`src/hdl/sace_pkg.sv`:
```
// ----------------------------------------------------------------------------
// sace_pkg
// Shared constants, codes and control/status types of the size-aware
// cache eviction table.
// ----------------------------------------------------------------------------
`default_nettype none

package sace_pkg;

  localparam int SLOTS      = 64;
  localparam int IDX_W      = $clog2(SLOTS);
  localparam int SCNT_W     = $clog2(SLOTS + 1);
  localparam int KEY_W      = 32;
  localparam int LEN_W      = 21;
  localparam int TICK_W     = 48;
  localparam int UCNT_W     = 32;
  localparam int BYTES_W    = 32;
  localparam int EVC_W      = 7;
  localparam int SLOT_OUT_W = 6;
  localparam int MODE_W     = 2;
  localparam int POL_W      = 2;
  localparam int CFG_IDX_W  = 1;
  localparam int CFG_DATA_W = 32;

  localparam logic [MODE_W-1:0] MODE_LOOKUP = 2'd0;
  localparam logic [MODE_W-1:0] MODE_PUT    = 2'd1;
  localparam logic [MODE_W-1:0] MODE_PROBE  = 2'd2;

  localparam logic [POL_W-1:0] POL_LRU = 2'd0;
  localparam logic [POL_W-1:0] POL_LFU = 2'd1;

  localparam logic [CFG_IDX_W-1:0] CFG_CAPACITY = 1'b0;
  localparam logic [CFG_IDX_W-1:0] CFG_POLICY   = 1'b1;

  localparam logic [BYTES_W-1:0] CAPACITY_RESET = 32'd65536;

  typedef struct packed {
    logic start;
    logic scan_find;
    logic scan_victim;
    logic drop_match;
    logic evict;
    logic touch;
    logic write_new;
    logic load_out;
    logic put_ok;
  } sace_cmd_t;

  typedef struct packed {
    logic              scan_done;
    logic              found;
    logic              best_valid;
    logic              fits;
    logic              free_avail;
    logic [MODE_W-1:0] mode;
  } sace_sts_t;

endpackage

`default_nettype wire

```
`src/hdl/sace_ctrl.sv`:
```
// ----------------------------------------------------------------------------
// sace_ctrl
// Controller: sequences key search, touch, drop, victim searches, evictions
// and the insert, and owns the request and result handshakes.
// ----------------------------------------------------------------------------
`default_nettype none

module sace_ctrl
  import sace_pkg::*;
(
  input  wire logic      clk,
  input  wire logic      rst_n,
  input  wire logic      in_valid,
  output logic           in_ready,
  output logic           out_valid,
  input  wire logic      out_ready,
  input  wire sace_sts_t sts,
  output sace_cmd_t      cmd
);

  typedef enum logic [3:0] {
    S_IDLE, S_FIND, S_TOUCH, S_DROP, S_CHECK, S_VICT, S_EVICT, S_WRITE, S_FINISH
  } state_t;

  state_t state_r, state_nxt;
  logic   out_valid_r, out_valid_nxt;
  logic   put_ok_r, put_ok_nxt;

  always_comb begin
    state_nxt     = state_r;
    put_ok_nxt    = put_ok_r;
    out_valid_nxt = out_valid_r;
    cmd           = '0;
    cmd.put_ok    = put_ok_r;
    if (out_valid_r && out_ready) begin
      out_valid_nxt = 1'b0;
    end
    case (state_r)
      S_IDLE: begin
        if (in_valid) begin
          cmd.start  = 1'b1;
          put_ok_nxt = 1'b0;
          state_nxt  = S_FIND;
        end
      end
      S_FIND: begin
        if (sts.scan_done) begin
          case (sts.mode)
            MODE_LOOKUP: state_nxt = sts.found ? S_TOUCH : S_FINISH;
            MODE_PUT:    state_nxt = sts.found ? S_DROP : S_CHECK;
            default:     state_nxt = S_FINISH;
          endcase
        end
      end
      S_TOUCH: begin
        cmd.touch = 1'b1;
        state_nxt = S_FINISH;
      end
      S_DROP: begin
        cmd.drop_match = 1'b1;
        state_nxt      = S_CHECK;
      end
      S_CHECK: begin
        if (sts.fits && sts.free_avail) begin
          state_nxt = S_WRITE;
        end else begin
          cmd.scan_victim = 1'b1;
          state_nxt       = S_VICT;
        end
      end
      S_VICT: begin
        if (sts.scan_done) begin
          state_nxt = sts.best_valid ? S_EVICT : S_FINISH;
        end
      end
      S_EVICT: begin
        cmd.evict = 1'b1;
        state_nxt = S_CHECK;
      end
      S_WRITE: begin
        cmd.write_new = 1'b1;
        put_ok_nxt    = 1'b1;
        state_nxt     = S_FINISH;
      end
      S_FINISH: begin
        // hold until the result register is free
        if (!out_valid_r || out_ready) begin
          cmd.load_out  = 1'b1;
          out_valid_nxt = 1'b1;
          state_nxt     = S_IDLE;
        end
      end
      default: state_nxt = S_IDLE;
    endcase
  end

  always_ff @(posedge clk) begin
    if (!rst_n) begin
      state_r     <= S_IDLE;
      out_valid_r <= 1'b0;
      put_ok_r    <= 1'b0;
    end else begin
      state_r     <= state_nxt;
      out_valid_r <= out_valid_nxt;
      put_ok_r    <= put_ok_nxt;
    end
  end

  assign in_ready  = (state_r == S_IDLE);
  assign out_valid = out_valid_r;

endmodule

`default_nettype wire

```
`config.mk`:
```
export PLATFORM = sky130hd
export DESIGN_NAME = sace_ctrl
export DESIGN_NICKNAME = d
export VERILOG_FILES = /design/src/hdl/sace_pkg.sv /design/src/hdl/sace_ctrl.sv
export SDC_FILE = /design/constraint.sdc
export NUM_CORES = 1
export LEC_CHECK = 0
export ABC_AREA = 0
export BUFFER_PORTS_ARGS = -buffer_cell sky130_fd_sc_hd__buf_2
export CORE_AREA = 2 2 39 41
export DETAILED_ROUTE_END_ITERATION = 8
export DIE_AREA = 0 0 41 43
export GPL_TIMING_DRIVEN = 0
export PLACE_DENSITY = 0.77
export SLEW_MARGIN = 20
export SYNTH_ARGS = -nofsm -noshare
export SYNTH_HDL_FRONTEND = slang
export SYNTH_SLANG_ARGS = --single-unit
```
`constraint.sdc`:
```
create_clock -name clk -period 1.35 [get_ports clk]
set_clock_uncertainty 0.15 [all_clocks]
set_input_delay 0.0675 -clock clk [delete_from_list [all_inputs] [get_ports clk]]
set_output_delay 0.0675 -clock clk [all_outputs]
set_load 0.005 [all_outputs]
```
## Yosys cells after proc, flatten, opt, wreduce, memory -nomap -nowiden

Index checks and enable logic that the tools add are counted.

| operators by class | value |
|---|---|
| reduce and logical (&&, ||, !) cells | 11 |
| eq/ne operators | 13 |
| multiplexer cells | 25 |

Operators with widths:

| cell | count |
|---|---|
| 4-bit case mux with 7 select lines | 1 |
| 4-bit 2-to-1 mux | 6 |
| 4-bit by 3-bit == test with 1-bit output (second input constant) | 4 |
| 1-bit 2-to-1 mux | 14 |
| 4-bit by 2-bit == test with 1-bit output (second input constant) | 2 |
| 2-bit inequality test (second input constant) | 4 |
| 4-bit case mux with 2 select lines | 1 |
| 4-bit by 1-bit == test with 1-bit output (second input constant) | 1 |
| 4-bit == test (second input constant) | 1 |
| 4-bit zero test | 1 |
| 4-bit AND reduction | 1 |
| 2-bit OR reduction | 2 |
| 3-bit 2-to-1 mux | 1 |
| 2-bit by 1-bit == test with 1-bit output (second input constant) | 1 |
| 1-bit logical AND | 2 |
| 2-bit zero test | 1 |
| 2-bit 2-to-1 mux | 1 |
| 1-bit case mux with 2 select lines | 1 |
| 2-bit AND reduction | 1 |
| 2-bit nonzero test | 1 |
| 1-bit zero test | 1 |
| 1-bit logical OR | 1 |

| word-level totals | value |
|---|---|
| register bits | 6 |
| output and inout port bits | 11 |

## Depth between registers and ports, before layout

Gate-level depths: netlist (run 1).

| logic depth | value |
|---|---|
| word-level depth | 4 |
| mapped depth | 6 |

## Worst setup path before layout (run 1)

Ideal clock, no wire load.

| timing path | value |
|---|---|
| kind | register to register |
| from | register state_r[2] |
| to | register state_r[2] |
| required time | 1.130 ns |
| arrival | 1.241 ns |
| buffers on the path | 1 |
| library setup time | 0.070 ns |
| period minus slack after synthesis | 1.461 ns |
| setup slack | -0.111 ns |
| stages on the path, launching flop included | 6 |
| cell sequence | dfxtp_1 -> buf_6 -> or4b_4 -> nor2_2 -> a31oi_1 -> a21oi_1 |

| on the way | value |
|---|---|
| longest elaborated chain between the ends | 3 |
| elaborated cells between the ends (all ways) | 17 |
| those cells by class | eq/ne: 12; mux: 1; reduce/logical: 4 |

Ends and longest elaborated chain:

| item | line | text |
|---|---|---|
| start, declared | sace_ctrl.sv:25 | `state_t state_r, state_nxt;` |
| start signal, assigned | sace_ctrl.sv:103 | `state_r <= state_nxt;` |
| 4-bit by 3-bit == test with 1-bit output, or another cell as far along | sace_ctrl.sv:38 | `case (state_r)` |
| 2-bit OR reduction (no source line) / 2-bit inequality test (equally long branches) | -- |  |
| 4-bit case mux with 7 select lines / 4-bit AND reduction (equally long branches) | -- |  |

Parallel ways exist; a longest one is shown, timed or not.
A chain may end at the register's enable or synchronous reset.

## Worst setup path after layout (run 1)

| timing path | value |
|---|---|
| from | register state_r[1] |
| to | register put_ok_r |

| on the way | value |
|---|---|
| longest elaborated chain between the ends | 3 |
| elaborated cells between the ends (all ways) | 6 |
| those cells by class | eq/ne: 2; mux: 1; reduce/logical: 3 |

Ends and longest elaborated chain:

| item | line | text |
|---|---|---|
| 4-bit by 3-bit == test with 1-bit output / 4-bit zero test (equally long branches) | sace_ctrl.sv:38 |  |
| 2-bit nonzero test (no source line) / 2-bit inequality test (equally long branches) | -- |  |
| 2-bit AND reduction (no source line) | -- |  |
| end signal, assigned | sace_ctrl.sv:105 | `put_ok_r <= put_ok_nxt;` |
| end, declared | sace_ctrl.sv:27 | `logic put_ok_r, put_ok_nxt;` |

Parallel ways exist; a longest one is shown, timed or not.

==> impl_metrics.toml, run 1 <==
[setup_path]
crit_type = "flop to flop"
timing.rr.start = "state_r[1]"
required_ns = 1.34
reg2reg_slack_ns = -0.23
worst-path-max-fanout = 7
crit_path_end_kind = "flop"
r2r_cells = 7
worstReg2RegEnd = "put_ok_r"
critPathLaunchType = "flop"
arrival_ns = 1.57

[timing]
rsz0062_at_grt = "yes"
maxClockFrequency_mhz = 633
setup_viol = 13
finalHoldViolCount = 0
holdWs_ns = 0.0219
finalCritPeriodShare_pct = 117
setup_slack_ns = -0.229
fin_crit_ns = 1.58
slew_violations = 0

[logic_synthesis]
yosysWarnings = 0
yosysMostFrequentCell = "nor2_1"
synth-seq-area-share_pct = 24.3
synth_seq_cells = 6
synthCells = 73
yosys-top-cells-count = "nor2_1 (11), nand2_1 (8), a21oi_1 (7)"
synth-edff-count = 0
synth_fp_nets = 84
synthDistinctLibCells = 30
synth_area_sq_um = 494
synthTopCellsByArea = "dfxtp_1 (24%), nor2_1 (8.4%), a21oi_1 (7.1%)"
synth_area_leader_cell = "dfxtp_1"
avgSynthCellArea_sq_um = 6.77
synth_top_area_share_pct = 24.3
synthFlopType = "dfxtp_1"
async_flop_share_pct = 0

[power]
p_sw_uw = 233
ir_worst_vdd_mv = 0.467
intPower_uw = 476
p_seq_share_pct = 28.0
power_frac_comb_pct = 48.5
cellLeakagePower_nw = 0.456
p_clk_share_pct = 23.5
power.density_nw_per_um2 = 743
swShare_pct = 32.8
finalPower_uw = 709

[global_route]
grt_usage_pct = 20.4
grt_pass1_vias = 631
grt_max_degree = 11
gr-total-overflow = 0
grt_pass1_wl_microns = 2430
antenna_found_initial = 1

[clocking]
clk_path_buf_depth = 2
clock-sinks = 6
cts_tree = "done"
htreeDepth = 1
clockRootBuffer = "clkbuf_4"
clkSlewWorstSetupHoldPaths_ns = 0.04
cts-buffers-inserted = 3
clock_latency_ns = 0.25

[run_status]
status = "finished with violations"
violations = "negative setup slack"

[placement]
dp_cells = 109
dp_worst_setup_slack_ns = -0.203
dp_hpwl_microns = 892
io_buffers = 20
finalWeightedCongestion = 0.809

[cells_and_area]
finalNonFillerCells = 132
nets = 128
n_fill_cell = 121
layout-drive-gt1-share_pct = 58.3
area_growth_pct = 93.2

[floorplan]
die_y_microns = 43
num_rows = 14
die_area_sq_um = 1760
initial_core_util_pct = 35.7
core_sq_um = 1380
num_io_pins = 22
die_w_microns = 41

[worst_hold_path]
holdPathStages = 3
hp-start = "sts[0]"
hold_end = "state_r[2]"
hp-class = "input pin to flop"

[drt]
wl_per_cell_microns = 14.1
wl_microns = 1860
vias = 698
drc_errors = 0
ant_nets = 0
detail_route.first_pass.iterations = 4
drt_iter0_markers = 18
avgViaCountPerCell = 5.29

[job]
drv_cap = 0
[placed cells by master, fill, tap and decap left out, drive strengths merged]
cell,instances
inv,5
nor3b,1
xnor2,1
o2bb2ai,1
dlygate4sd3,3
or2b,1
nor4,3
nand2,8
buf,43
diode,1
a22oi,1
and3,1
nand2b,2
o21ba,1
nor2,12
nor4b,2
or4b,1
a31oi,1
o211ai,1
nor2b,2
clkbuf,4
a211oi,1
o22ai,1
nor3,2
nand3b,1
dfxtp,6
conb,1
a21oi,7
o21ai,2
[final cells by class]
class,instances,area [sq um],area share [%]
antenna,1,2.50,0.262
tap,16,20.0,2.10
clock buffer,3,22.5,2.36
multi-input combinational,54,405,42.5
buffer,5,66.3,6.95
inverter,5,18.8,1.97
sequential,6,133,13.9
timing repair buffer,42,287,30.0
[repair_timing]
item	4_1_cts	5_1_grt
buffers inserted	10	9
pin swaps	5	6
hold buffers	3	0
endpoints found under the hold margin	5	0
gates resized for setup	20	17
endpoints found under the setup margin	13	14
gates cloned	0	1
[stage by stage]
stage               TNS (ns)  instance area (sq um)  utilization [%]
floorplan             -0.369                    494                -
global placement      -0.835                    614             44.4
detailed placement    -0.985                    614             44.4
CTS                    -1.51                    832             60.1
global route           -2.41                    955             69.0
finish                 -1.66                    955             69.0
[routing by layer]
| metal | vias to the layer above | global-route usage (%) | part of all wire (%) |
|---|---|---|---|
| li1 | 332 | - | - |
| met1 | 323 | 17.1 | 36 |
| met2 | 35 | 39.4 | 52 |
| met3 | 8 | 8.90 | 8.0 |
| met4 | 0 | 4.67 | 4.2 |
| met5 | - | 0 | 0 |
[worst max-delay path by stage]
| stage | from | end | slack, ns | depth (start not counted) |
|---|---|---|---|---|
| 2_1_floorplan | state_r[2] | state_r[2] | -0.11 | 5 |
| 3_3_place_gp | state_r[0] | state_r[2] | -0.18 | 5 |
| 3_5_place_dp | state_r[0] | cmd[1] | -0.20 | 5 |
| 4_1_cts | state_r[2] | cmd[6] | -0.18 | 4 |
| 5_1_grt | state_r[1] | put_ok_r | -0.29 | 7 |
| 6_report | state_r[1] | put_ok_r | -0.23 | 7 |
[registers in the layout, summed over array words and instances, names as in the netlist]
name and count:
state_r 4, out_valid 1, put_ok_r 1
[power groups by stage]
stage	registers (mW)	logic [mW]	clock network (mW)
floorplan	0.192	0.124	0
global placement	0.193	0.175	0
detailed placement	0.194	0.177	0
CTS	0.200	0.274	0.174
global route	0.199	0.365	0.182
finish	0.199	0.344	0.167
[cells by family (layout without fill, tap and decap cells)]
kind of cell	count (synthesis)	in the layout	share of synthesized area, %
other	1	2	0.759
AOI/OAI and AO/OA	16	16	20.0
and+or+nand+nor	36	36	38.7
xor gates and xnor gates	1	1	1.77
DFF	6	6	24.3
buffers and inverters	13	55	14.4
[critical path: stages (launching register included)]
cell and delay (ns):
dfxtp_4 0.35, buf_8 0.14, nor4_4 0.28, nand2_1 0.11, buf_4 0.14, buf_6 0.11, a21oi_2 0.14, nor2_1 0.05
Power figures use the tool's default switching activity.
==> run 2, diff against run 1 <==
--- a/constraint.sdc
+++ b/constraint.sdc
@@ -4,2 +4,2 @@
 set_output_delay 0.0675 -clock clk [all_outputs]
-set_load 0.005 [all_outputs]
+set_load 0.01 [all_outputs]
==> run 2 against run 1 <==
The run still ends with negative setup slack left. Clock power about the same. Die area unchanged. Flip-flop and latch count unchanged. Worst hold slack worse by 0.0027 ns. Core utilization unchanged. Largest power group unchanged.
==> impl_metrics.toml, run 2 (same netlist as run 1, synthesis figures left out) <==
[run_status]
status = "finished with violations"
violations = "negative setup slack"

[placement]
placed_cell_area_sq_um = 621
dp_cells = 109
io_buffers = 20
finalWeightedCongestion = 0.816
dp_hpwl_microns = 927

[clocking]
cts-buffers-inserted = 3
clock_latency_ns = 0.25
clock-sinks = 6
clk_path_buf_depth = 2
cts_tree = "done"
clockRootBuffer = "clkbuf_4"
clkSlewWorstSetupHoldPaths_ns = 0.04
htreeDepth = 1

[cells_and_area]
final_common_cell = "buf_2"
n_fill_cell = 111
fin_area_sq_um = 955
nets = 126
mostFrequentLayoutCells = "buf_2 (19), buf_4 (13), buf_6 (9), nor2_1 (9)"
area_growth_pct = 93.2
finalNonFillerCells = 129
antennaDiodeCount = 0
layout-drive-gt1-share_pct = 60.2
regMostFlops = "state_r"
fin_util_pct = 69.0
largest_reg_flops = 4

[drt]
wl_microns = 1720
ant_nets = 0
wl_per_cell_microns = 13.3
detail_route.first_pass.iterations = 4
avgViaCountPerCell = 5.24
drc_errors = 0
drt_iter0_markers = 10
vias = 676

[setup_path]
crit_path_end_kind = "output port"
required_ns = 1.13
worst-path-max-fanout = 6
critPathTopFamily = "simple AND/OR/NAND/NOR gates"
max_stage_delay_ns = 0.36
slowest_stage = "dfxtp_4"
crit_type = "flop to output port"
path_cells = "clkbuf_16, nor4_4, nor2b_1, buf_2"
arrival_ns = 1.35
crit_buf_inv = 2
critPathLaunchType = "flop"

[global_route]
grt_pass1_vias = 591
grt_usage_pct = 19.0
grt_pass1_wl_microns = 2260
gr-total-overflow = 0
antenna_found_initial = 0
grt_max_degree = 11

[floorplan]
num_io_pins = 22
core_sq_um = 1380
die_w_microns = 41
die_y_microns = 43
initial_core_util_pct = 35.7
die_area_sq_um = 1760
num_rows = 14

[power]
finalPower_uw = 710
ir_worst_vdd_mv = 0.626
power.density_nw_per_um2 = 744
cellLeakagePower_nw = 0.447

[timing]
slew_violations = 0
rsz0062_at_grt = "yes"
setup_slack_ns = -0.215
setup_viol = 13
finalCritPeriodShare_pct = 116
maxClockFrequency_mhz = 639
finalHoldViolCount = 0
fin_crit_ns = 1.57

[worst_hold_path]
hp-class = "input pin to flop"

[job]
drv_cap = 0
run 2: changes by cell type in the layout (fill, tap and decap cells not counted), sizes merged:
cell   previous run  this run
buf              43        41
diode             1         0
run 2: layout make-up:
type,count,area [sq um],area share [%]
Inverter,5,18.8,1.97
Tap cell,16,20.0,2.10
Sequential cell,6,133,13.9
Multi-Input combinational cell,54,412,43.1
Buffer,6,73.8,7.73
Timing Repair Buffer,39,275,28.8
Clock buffer,3,22.5,2.36
run 2: routing by layer:
metal	vias to the layer above	global-route usage [%]	part of all wire, %
met5	-	0	0
met2	28	33.4	55
met3	2	8.90	6.1
li1	328	-	-
met1	318	18.0	38
met4	0	6.00	1.1
run 2: per-stage QoR:
stage / TNS [ns] / setup slack, ns / hold WS, ns
after floorplan: -0.403 / -0.112 / 0.0313
after global placement: -0.848 / -0.193 / 0.162
after detailed placement: -1.06 / -0.231 / 0.162
after CTS: -1.36 / -0.193 / 0.0126
after global routing: -2.33 / -0.262 / 0.0285
final: -1.72 / -0.215 / 0.0193
run 2: what timing repair did:
item	in CTS	in global routing
hold buffers	3	0
cloned	0	1
setup buffers	9	8
endpoints found under the setup margin	14	14
resized for setup	31	14
hold endpoints to repair	6	0
pin swaps	8	7
run 2: report_power, final:
group	switching [mW]	internal, mW
Combinational	0.153	0.187
Sequential	0.0150	0.187
Clock	0.0685	0.101
Total	0.236	0.474
run 2: final timing paths:
path | slack, ns | cells after the start | startpoint | endpoint
worst max-delay path | -0.22 | 4 | state_r[0] | cmd[1]
worst min-delay path | 0.02 | 3 | sts[0] | state_r[2]
worst max register to register | -0.21 | 5 | state_r[3] | state_r[2]
worst min register to register | 0.38 | 2 | put_ok_r | put_ok_r
run 2: tightest hold or removal path: cells and delay by family:
family                 cells  cell delay (ns)
buffers and inverters      1             0.10
AOI/OAI and AO/OA          2             0.20
